===== src/rtl/tclp_pkg.sv =====
// Shared types and character constants for the text command line parser.
package tclp_pkg;

    // Character codes
    localparam logic [7:0] CHAR_NUL   = 8'h00;
    localparam logic [7:0] CHAR_TAB   = 8'h09;
    localparam logic [7:0] CHAR_LF    = 8'h0A;
    localparam logic [7:0] CHAR_VT    = 8'h0B;
    localparam logic [7:0] CHAR_FF    = 8'h0C;
    localparam logic [7:0] CHAR_CR    = 8'h0D;
    localparam logic [7:0] CHAR_SPACE = 8'h20;
    localparam logic [7:0] CHAR_PLUS  = 8'h2B;
    localparam logic [7:0] CHAR_COMMA = 8'h2C;
    localparam logic [7:0] CHAR_MINUS = 8'h2D;
    localparam logic [7:0] CHAR_ZERO  = 8'h30;
    localparam logic [7:0] CHAR_NINE  = 8'h39;
    localparam logic [7:0] CHAR_G     = 8'h47;
    localparam logic [7:0] CHAR_I     = 8'h49;
    localparam logic [7:0] CHAR_M     = 8'h4D;
    localparam logic [7:0] CHAR_N     = 8'h4E;
    localparam logic [7:0] CHAR_O     = 8'h4F;
    localparam logic [7:0] CHAR_P     = 8'h50;

    // Result kinds
    localparam logic KIND_REPLY = 1'b0;
    localparam logic KIND_SPEED = 1'b1;

    // Reply length and index of its final byte
    localparam int unsigned REPLY_LEN = 5;
    localparam logic [2:0]  REPLY_LAST = 3'd4;

    // Matcher phase, one-hot
    typedef enum logic [14:0] {
        PH_START  = 15'b000000000000001,
        PH_P      = 15'b000000000000010,
        PH_PI     = 15'b000000000000100,
        PH_PIN    = 15'b000000000001000,
        PH_PING   = 15'b000000000010000,
        PH_PINGOK = 15'b000000000100000,
        PH_M      = 15'b000000001000000,
        PH_LWS    = 15'b000000010000000,
        PH_LSIGN  = 15'b000000100000000,
        PH_LDIG   = 15'b000001000000000,
        PH_RWS    = 15'b000010000000000,
        PH_RSIGN  = 15'b000100000000000,
        PH_RDIG   = 15'b001000000000000,
        PH_MOK    = 15'b010000000000000,
        PH_FAIL   = 15'b100000000000000
    } phase_t;

    // Bytes of the PONG LF reply
    function automatic logic [7:0] reply_char(input logic [2:0] idx);
        logic [7:0] c;
        unique case (idx)
            3'd0:    c = CHAR_P;
            3'd1:    c = CHAR_O;
            3'd2:    c = CHAR_N;
            3'd3:    c = CHAR_G;
            3'd4:    c = CHAR_LF;
            default: c = CHAR_NUL;
        endcase
        return c;
    endfunction

    function automatic logic is_blank(input logic [7:0] c);
        return (c == CHAR_SPACE) || (c == CHAR_TAB) || (c == CHAR_VT) || (c == CHAR_FF);
    endfunction

    function automatic logic is_digit(input logic [7:0] c);
        return (c >= CHAR_ZERO) && (c <= CHAR_NINE);
    endfunction

    // acc * 10 + digit, modulo 2^16
    function automatic logic [15:0] add_digit(input logic [15:0] acc, input logic [7:0] c);
        logic [7:0] d;
        d = c - CHAR_ZERO;
        return (acc << 3) + (acc << 1) + {12'd0, d[3:0]};
    endfunction

endpackage


===== src/rtl/text_command_line_parser.sv =====
// Top level of the text command line parser: line matcher and result register.
//
// Takes one received byte per cycle and matches lines ending at LF or CR as they
// arrive; only the first LINE_BYTES-1 bytes of a line count. A line "PING" gives
// five reply results (P, O, N, G, LF); a line "M,<int>,<int>" of at least five
// bytes updates the held speeds and gives one speed result. Every byte is handled
// as it is taken, with no line buffer. Results leave through a single output
// register: a line terminator is taken only when that register is empty or
// handing over its final result in the same cycle, so a PING reply holds line
// terminators off until its fifth result is taken; other bytes are always taken.
module text_command_line_parser #(
    parameter int unsigned LINE_BYTES = 64
) (
    input  logic               aclk,
    input  logic               aresetn,
    input  logic               s_valid,
    output logic               s_ready,
    input  logic [7:0]         s_rx_byte,
    output logic               m_valid,
    input  logic               m_ready,
    output logic               m_kind,
    output logic [7:0]         m_reply_byte,
    output logic signed [15:0] m_speed_left,
    output logic signed [15:0] m_speed_right,
    output logic               m_last
);
    import tclp_pkg::*;

    localparam int unsigned CNT_W = $clog2(LINE_BYTES);
    localparam logic [CNT_W-1:0] LINE_MAX = CNT_W'(LINE_BYTES - 1);
    localparam logic [CNT_W-1:0] MIN_SPEED_LEN = CNT_W'(5);

    // Line state
    logic [CNT_W-1:0] line_count_reg, line_count_next;
    phase_t           phase_reg, phase_next;
    logic             nul_seen_reg, nul_seen_next;
    logic [15:0]      left_accum_reg, left_accum_next;
    logic [15:0]      right_accum_reg, right_accum_next;
    logic             left_neg_reg, left_neg_next;
    logic             right_neg_reg, right_neg_next;
    logic [15:0]      held_left_reg, held_left_next;
    logic [15:0]      held_right_reg, held_right_next;

    // Output register
    logic             out_valid_reg, out_valid_next;
    logic             out_kind_reg, out_kind_next;
    logic [2:0]       beat_reg, beat_next;

    logic c_term, accept, out_last, out_free;
    logic do_pong, do_speed;

    assign c_term   = (s_rx_byte == CHAR_LF) || (s_rx_byte == CHAR_CR);
    assign out_last = (out_kind_reg == KIND_SPEED) || (beat_reg == REPLY_LAST);
    assign out_free = !out_valid_reg || (m_ready && out_last);
    assign s_ready  = out_free || !c_term;
    assign accept   = s_valid && s_ready;

    // Line end decisions
    assign do_pong  = (line_count_reg != '0) &&
                      ((phase_reg == PH_PING) || (phase_reg == PH_PINGOK));
    assign do_speed = (line_count_reg >= MIN_SPEED_LEN) &&
                      ((phase_reg == PH_RDIG) || (phase_reg == PH_MOK));

    // Matcher and line state update
    always_comb begin
        line_count_next  = line_count_reg;
        phase_next       = phase_reg;
        nul_seen_next    = nul_seen_reg;
        left_accum_next  = left_accum_reg;
        right_accum_next = right_accum_reg;
        left_neg_next    = left_neg_reg;
        right_neg_next   = right_neg_reg;
        held_left_next   = held_left_reg;
        held_right_next  = held_right_reg;
        if (accept) begin
            if (c_term) begin
                if (do_speed && !do_pong) begin
                    held_left_next  = left_neg_reg ? 16'd0 - left_accum_reg : left_accum_reg;
                    held_right_next = right_neg_reg ? 16'd0 - right_accum_reg
                                                    : right_accum_reg;
                end
                line_count_next  = '0;
                phase_next       = PH_START;
                nul_seen_next    = 1'b0;
                left_accum_next  = '0;
                right_accum_next = '0;
                left_neg_next    = 1'b0;
                right_neg_next   = 1'b0;
            end else if (line_count_reg < LINE_MAX) begin
                line_count_next = line_count_reg + 1'b1;
                if (!nul_seen_reg) begin
                    nul_seen_next = (s_rx_byte == CHAR_NUL);
                    phase_next    = PH_FAIL;
                    unique case (phase_reg)
                        PH_START: begin
                            if (s_rx_byte == CHAR_P) begin
                                phase_next = PH_P;
                            end else if (s_rx_byte == CHAR_M) begin
                                phase_next = PH_M;
                            end
                        end
                        PH_P:    if (s_rx_byte == CHAR_I) phase_next = PH_PI;
                        PH_PI:   if (s_rx_byte == CHAR_N) phase_next = PH_PIN;
                        PH_PIN:  if (s_rx_byte == CHAR_G) phase_next = PH_PING;
                        PH_PING: if (s_rx_byte == CHAR_NUL) phase_next = PH_PINGOK;
                        PH_M:    if (s_rx_byte == CHAR_COMMA) phase_next = PH_LWS;
                        PH_LWS: begin
                            if (is_blank(s_rx_byte)) begin
                                phase_next = PH_LWS;
                            end else if ((s_rx_byte == CHAR_PLUS) ||
                                         (s_rx_byte == CHAR_MINUS)) begin
                                left_neg_next = (s_rx_byte == CHAR_MINUS);
                                phase_next    = PH_LSIGN;
                            end else if (is_digit(s_rx_byte)) begin
                                left_accum_next = add_digit(left_accum_reg, s_rx_byte);
                                phase_next      = PH_LDIG;
                            end
                        end
                        PH_LSIGN, PH_LDIG: begin
                            if (is_digit(s_rx_byte)) begin
                                left_accum_next = add_digit(left_accum_reg, s_rx_byte);
                                phase_next      = PH_LDIG;
                            end else if ((phase_reg == PH_LDIG) &&
                                         (s_rx_byte == CHAR_COMMA)) begin
                                phase_next = PH_RWS;
                            end
                        end
                        PH_RWS: begin
                            if (is_blank(s_rx_byte)) begin
                                phase_next = PH_RWS;
                            end else if ((s_rx_byte == CHAR_PLUS) ||
                                         (s_rx_byte == CHAR_MINUS)) begin
                                right_neg_next = (s_rx_byte == CHAR_MINUS);
                                phase_next     = PH_RSIGN;
                            end else if (is_digit(s_rx_byte)) begin
                                right_accum_next = add_digit(right_accum_reg, s_rx_byte);
                                phase_next       = PH_RDIG;
                            end
                        end
                        PH_RSIGN: begin
                            if (is_digit(s_rx_byte)) begin
                                right_accum_next = add_digit(right_accum_reg, s_rx_byte);
                                phase_next       = PH_RDIG;
                            end
                        end
                        PH_RDIG: begin
                            if (is_digit(s_rx_byte)) begin
                                right_accum_next = add_digit(right_accum_reg, s_rx_byte);
                                phase_next       = PH_RDIG;
                            end else begin
                                phase_next = PH_MOK;
                            end
                        end
                        PH_PINGOK: phase_next = PH_PINGOK;
                        PH_MOK:    phase_next = PH_MOK;
                        PH_FAIL:   phase_next = PH_FAIL;
                        default:   phase_next = PH_FAIL;
                    endcase
                end
            end
        end
    end

    // Output register: load on a matched line end, else step through the reply and empty after the last result
    always_comb begin
        out_valid_next = out_valid_reg;
        out_kind_next  = out_kind_reg;
        beat_next      = beat_reg;
        if (out_valid_reg && m_ready) begin
            if (out_last) begin
                out_valid_next = 1'b0;
            end else begin
                beat_next = beat_reg + 3'd1;
            end
        end
        if (accept && c_term && (do_pong || do_speed)) begin
            out_valid_next = 1'b1;
            out_kind_next  = do_pong ? KIND_REPLY : KIND_SPEED;
            beat_next      = '0;
        end
    end

    always_ff @(posedge aclk) begin
        if (!aresetn) begin
            line_count_reg  <= '0;
            phase_reg       <= PH_START;
            nul_seen_reg    <= 1'b0;
            left_accum_reg  <= '0;
            right_accum_reg <= '0;
            left_neg_reg    <= 1'b0;
            right_neg_reg   <= 1'b0;
            held_left_reg   <= '0;
            held_right_reg  <= '0;
            out_valid_reg   <= 1'b0;
            out_kind_reg    <= KIND_REPLY;
            beat_reg        <= '0;
        end else begin
            line_count_reg  <= line_count_next;
            phase_reg       <= phase_next;
            nul_seen_reg    <= nul_seen_next;
            left_accum_reg  <= left_accum_next;
            right_accum_reg <= right_accum_next;
            left_neg_reg    <= left_neg_next;
            right_neg_reg   <= right_neg_next;
            held_left_reg   <= held_left_next;
            held_right_reg  <= held_right_next;
            out_valid_reg   <= out_valid_next;
            out_kind_reg    <= out_kind_next;
            beat_reg        <= beat_next;
        end
    end

    // Result ports; speeds only change with a speed result of their own
    assign m_valid       = out_valid_reg;
    assign m_kind        = out_kind_reg;
    assign m_reply_byte  = (out_kind_reg == KIND_SPEED) ? CHAR_NUL : reply_char(beat_reg);
    assign m_speed_left  = held_left_reg;
    assign m_speed_right = held_right_reg;
    assign m_last        = out_last;

`ifndef SYNTHESIS
    // A line terminator is only taken when the result register can take a request
    assert property (@(posedge aclk) disable iff (!aresetn)
        (s_valid && s_ready && c_term) |-> (!m_valid || (m_ready && m_last)))
        else $error("terminator accepted while result register busy");

    // The reply always closes with LF
    assert property (@(posedge aclk) disable iff (!aresetn)
        (m_valid && (m_kind == KIND_REPLY) && m_last) |-> (m_reply_byte == CHAR_LF))
        else $error("reply does not end in LF");

    // A speed result stands alone
    assert property (@(posedge aclk) disable iff (!aresetn)
        (m_valid && (m_kind == KIND_SPEED)) |-> (m_last && (m_reply_byte == CHAR_NUL)))
        else $error("speed result malformed");

    // Kept length never passes the line limit
    assert property (@(posedge aclk) disable iff (!aresetn)
        line_count_reg <= LINE_MAX)
        else $error("line count past limit");

    // Held speeds move only with a speed result being loaded
    assert property (@(posedge aclk) disable iff (!aresetn)
        !(m_valid && (m_kind == KIND_SPEED)) |-> $stable(held_left_reg) ||
        ($past(accept) && $past(c_term)))
        else $error("held speed changed without a speed result");
`endif

endmodule


===== config.mk =====
export PLATFORM = sky130hd
export DESIGN_NAME = text_command_line_parser
export DESIGN_NICKNAME = d
export VERILOG_FILES = /design/src/rtl/tclp_pkg.sv /design/src/rtl/text_command_line_parser.sv
export SDC_FILE = /design/constraint.sdc
export NUM_CORES = 1
export LEC_CHECK = 0
export BUFFER_PORTS_ARGS = -buffer_cell sky130_fd_sc_hd__clkbuf_2
export CAP_MARGIN = 5
export CORE_MARGIN = 2
export CORE_UTILIZATION = 30
export CTS_CLUSTER_DIAMETER = 200
export DETAILED_ROUTE_END_ITERATION = 10
export PLACE_DENSITY_LB_ADDON = 0.12
export SLEW_MARGIN = 5
export SYNTH_ARGS = -nofsm -noshare
export SYNTH_HDL_FRONTEND = slang
export SYNTH_SLANG_ARGS = --single-unit

===== constraint.sdc =====
create_clock -name aclk -period 7.14 [get_ports aclk]
set_input_delay 0.357 -clock aclk [delete_from_list [all_inputs] [get_ports aclk]]
set_output_delay 0.357 -clock aclk [all_outputs]
set_load 0.02 [all_outputs]

==> impl_metrics.ini <==
[critical_path]
worstPathArrival_ns = 3.39
crit_fanout = 11
crit_type = register to register
ff2ff_setup_slack_ns = 4.04
critPathLaunchType = register
r2r_end = right_accum_reg[12]
end_kind = register
worstRegToRegCells = 5
r2r_start = phase_reg[1]
worstSetupStartpoint = phase_reg[1]
critPathRequiredTime_ns = 7.43

[pwr]
peakVddDrop_v = 0.0000930
powerDensity_nw_per_um2 = 145
p_int_w = 0.000820
clockPowerShare = 0.464
netSwitchingFraction = 0.248
power.leakage_nw = 3.21
p_switching_w = 0.000271
seq_power_share = 0.479
combPwrFrac = 0.057

[clocking]
ctsResizeCount = 0
cts_made_buffers = 9
cts_root_buf = clkbuf_16
clk_pin_slew_ns = 0.07
post_cts_buffers = 0
cts_sinks = 93
htreeDepth = 3
holdBufCountCts = 0
insertion_delay_ns = 0.35
tritoncts = done
clockBufferDepth = 2

[floorplan]
ios = 56
die-area_um2 = 23700
core_area_um2 = 22000
die_w_um = 154
rows = 54
die_h_um = 154
initial_core_util = 0.307

[final_layout]
drive_gt1_frac = 0.101
utilization = 0.342
num-nets-final = 950
fillerInstances = 2348
syn2layout_area_growth_pct = 11.4
diodes = 0

[place]
hpwl_mm = 14.5
gp_congestion = 0.871
place.port_buffers = 53

[detailed_routing]
drtIter0Drc = 348
wl_met1_mm = 9.68
top_layer = met4
drc_errors = 0
dr_wl_met2_mm = 8.88
wl_met3_um = 701
ant_nets = 0
vias = 6156
dr.pass1.iters = 5
postRouteWirelength_mm = 19.5
wl_per_cell_um = 16.9
vias_per_cell = 5.32

[synth]
synth_most_common_cell = nand2_1
synthDominantCellAreaShare = 0.276
yosysSeqAreaShare = 0.276
synth-adder-area-share = 0.127
synthTopCellsByArea = dfxtp_1 28%, ha_1 12%, nand2_1 7.1%
synth-xor-area-share = 0.0780
synth_compound_area_frac = 0.218
ys_warn_count = 0
synth_top_cell_by_area = dfxtp_1
synth-seq-cells = 93
syn_avg_cell_area_um2 = 7.97
synth_cells = 845
yosys.area_share.simple = 0.243
ys.flop_type = dfxtp_1
synth_edf_count = 0
synth_top_family_by_area = simple AND/OR/NAND/NOR gates
synth_mux_area_frac = 0.0136
syn-cell-area_um2 = 6740
synth.top_cells.by_count = 127 x nand2_1, 93 x dfxtp_1, 77 x a21oi_1, 62 x ha_1, 48 x nor2_1
synthArstFlopShare = 0
synth_cell_types = 73

[timing]
rsz0062_at_grt = false
worst_pin_slew_ns = 1.07
setup_tns_ns = 0
setup_viol_count_final = 0
skew_ns = 0.00651
slew-limit-headroom = 0.282
clock.fmax_mhz = 323
period_share = 0.434
slew_viol_final = 0
fin_crit_ns = 3.10
hold_viol_final = 0

[grt]
grt_pass1_wl_mm = 32.5
grt_pass1_vias = 5945
grt_max_degree = 35
track_usage = 0.170
antenna_found_initial = 0
gr-total-overflow = 0

[status]
status = finished, final reports clean

[hold_path]
hold_path_depth = 3
holdCritStartpoint = s_valid
hold_end = line_count_reg[0]
hp-class = primary input to register

[job]
cap_violations = 0
## metal layers
layer / up-vias / track usage
li1: 3127 / -
met1: 2881 / 0.234
met2: 130 / 0.280
met3: 18 / 0.0256
met4: 0 / 0.0392
met5: - / 0
## power by group through the flow
stage,clock network [W],registers [W],logic (W)
floorplan,0,0.000534,0.0000435
global placement,0,0.000534,0.0000636
detailed placement,0,0.000534,0.0000628
CTS,0.000522,0.000522,0.0000631
global route,0.000543,0.000522,0.0000704
finish,0.000506,0.000522,0.0000627
## worst max-delay path by stage
stage	slack (ns)	end	cells past startpoint
after CTS	4.05	right_accum_reg[12]	5
after global routing	3.88	right_accum_reg[12]	5
after global placement	3.92	right_accum_reg[14]	6
after detailed placement	3.90	right_accum_reg[13]	6
final	4.04	right_accum_reg[12]	5
after floorplan	4.58	m_reply_byte[6]	8
## worst max-delay path: stages (launching register included)
cell     delay, ns
dfxtp_1       0.36
or4_1         0.72
or3_1         0.43
o32a_1        0.42
nor4_2        0.82
a32o_1        0.28
## per-stage QoR
step           hold slack [ns]  setup slack [ns]  cells  power [W]  instance area (um2)
5_1_grt                  0.454              3.88   1157    0.00114                 7500
3_5_place_dp             0.444              3.90   1141   0.000597                 7200
6_report                 0.417              4.04   1157    0.00109                 7500
3_3_place_gp             0.439              3.92   1141   0.000598                 7200
2_1_floorplan            0.449              4.58    846   0.000577                 6740
4_1_cts                  0.413              4.05   1157    0.00111                 7500
## kinds of logic (layout without fill, tap and decap cells)
| kind of cell | count (synthesis) | after routing |
|---|---|---|
| simple gates | 322 | 322 |
| xor+xnor | 60 | 60 |
| other cells | 1 | 2 |
| mux | 9 | 9 |
| fa+ha+maj | 66 | 66 |
| compound gates | 224 | 224 |
| buf+inv | 70 | 101 |
| flops | 93 | 93 |
## final cells by class
class,instances,area (um2),area share
Clock buffer,11,243,0.0324
Clock inverter,5,58.8,0.00784
Sequential cell,93,1860,0.248
Timing Repair Buffer,57,295,0.0394
Multi-Input combinational cell,683,4590,0.612
Tap cell,280,350,0.0467
Inverter,28,105,0.0140
## placed cells by master (no fill, tap or decap), types with 11 or more instances in the layout
| cell | n |
|---|---|
| o21ai_0 | 38 |
| xnor2_1 | 46 |
| a21o_1 | 16 |
| nand2_1 | 127 |
| clkbuf_2 | 53 |
| a21oi_1 | 77 |
| dfxtp_1 | 93 |
| a22o_1 | 15 |
| inv_1 | 27 |
| nand2b_1 | 14 |
| nand3_1 | 27 |
| nor2_1 | 47 |
| nand4_1 | 13 |
| nor3_1 | 19 |
| ha_1 | 62 |
| xor2_1 | 14 |
| or4_1 | 11 |
(Power assumes the default switching activity.)
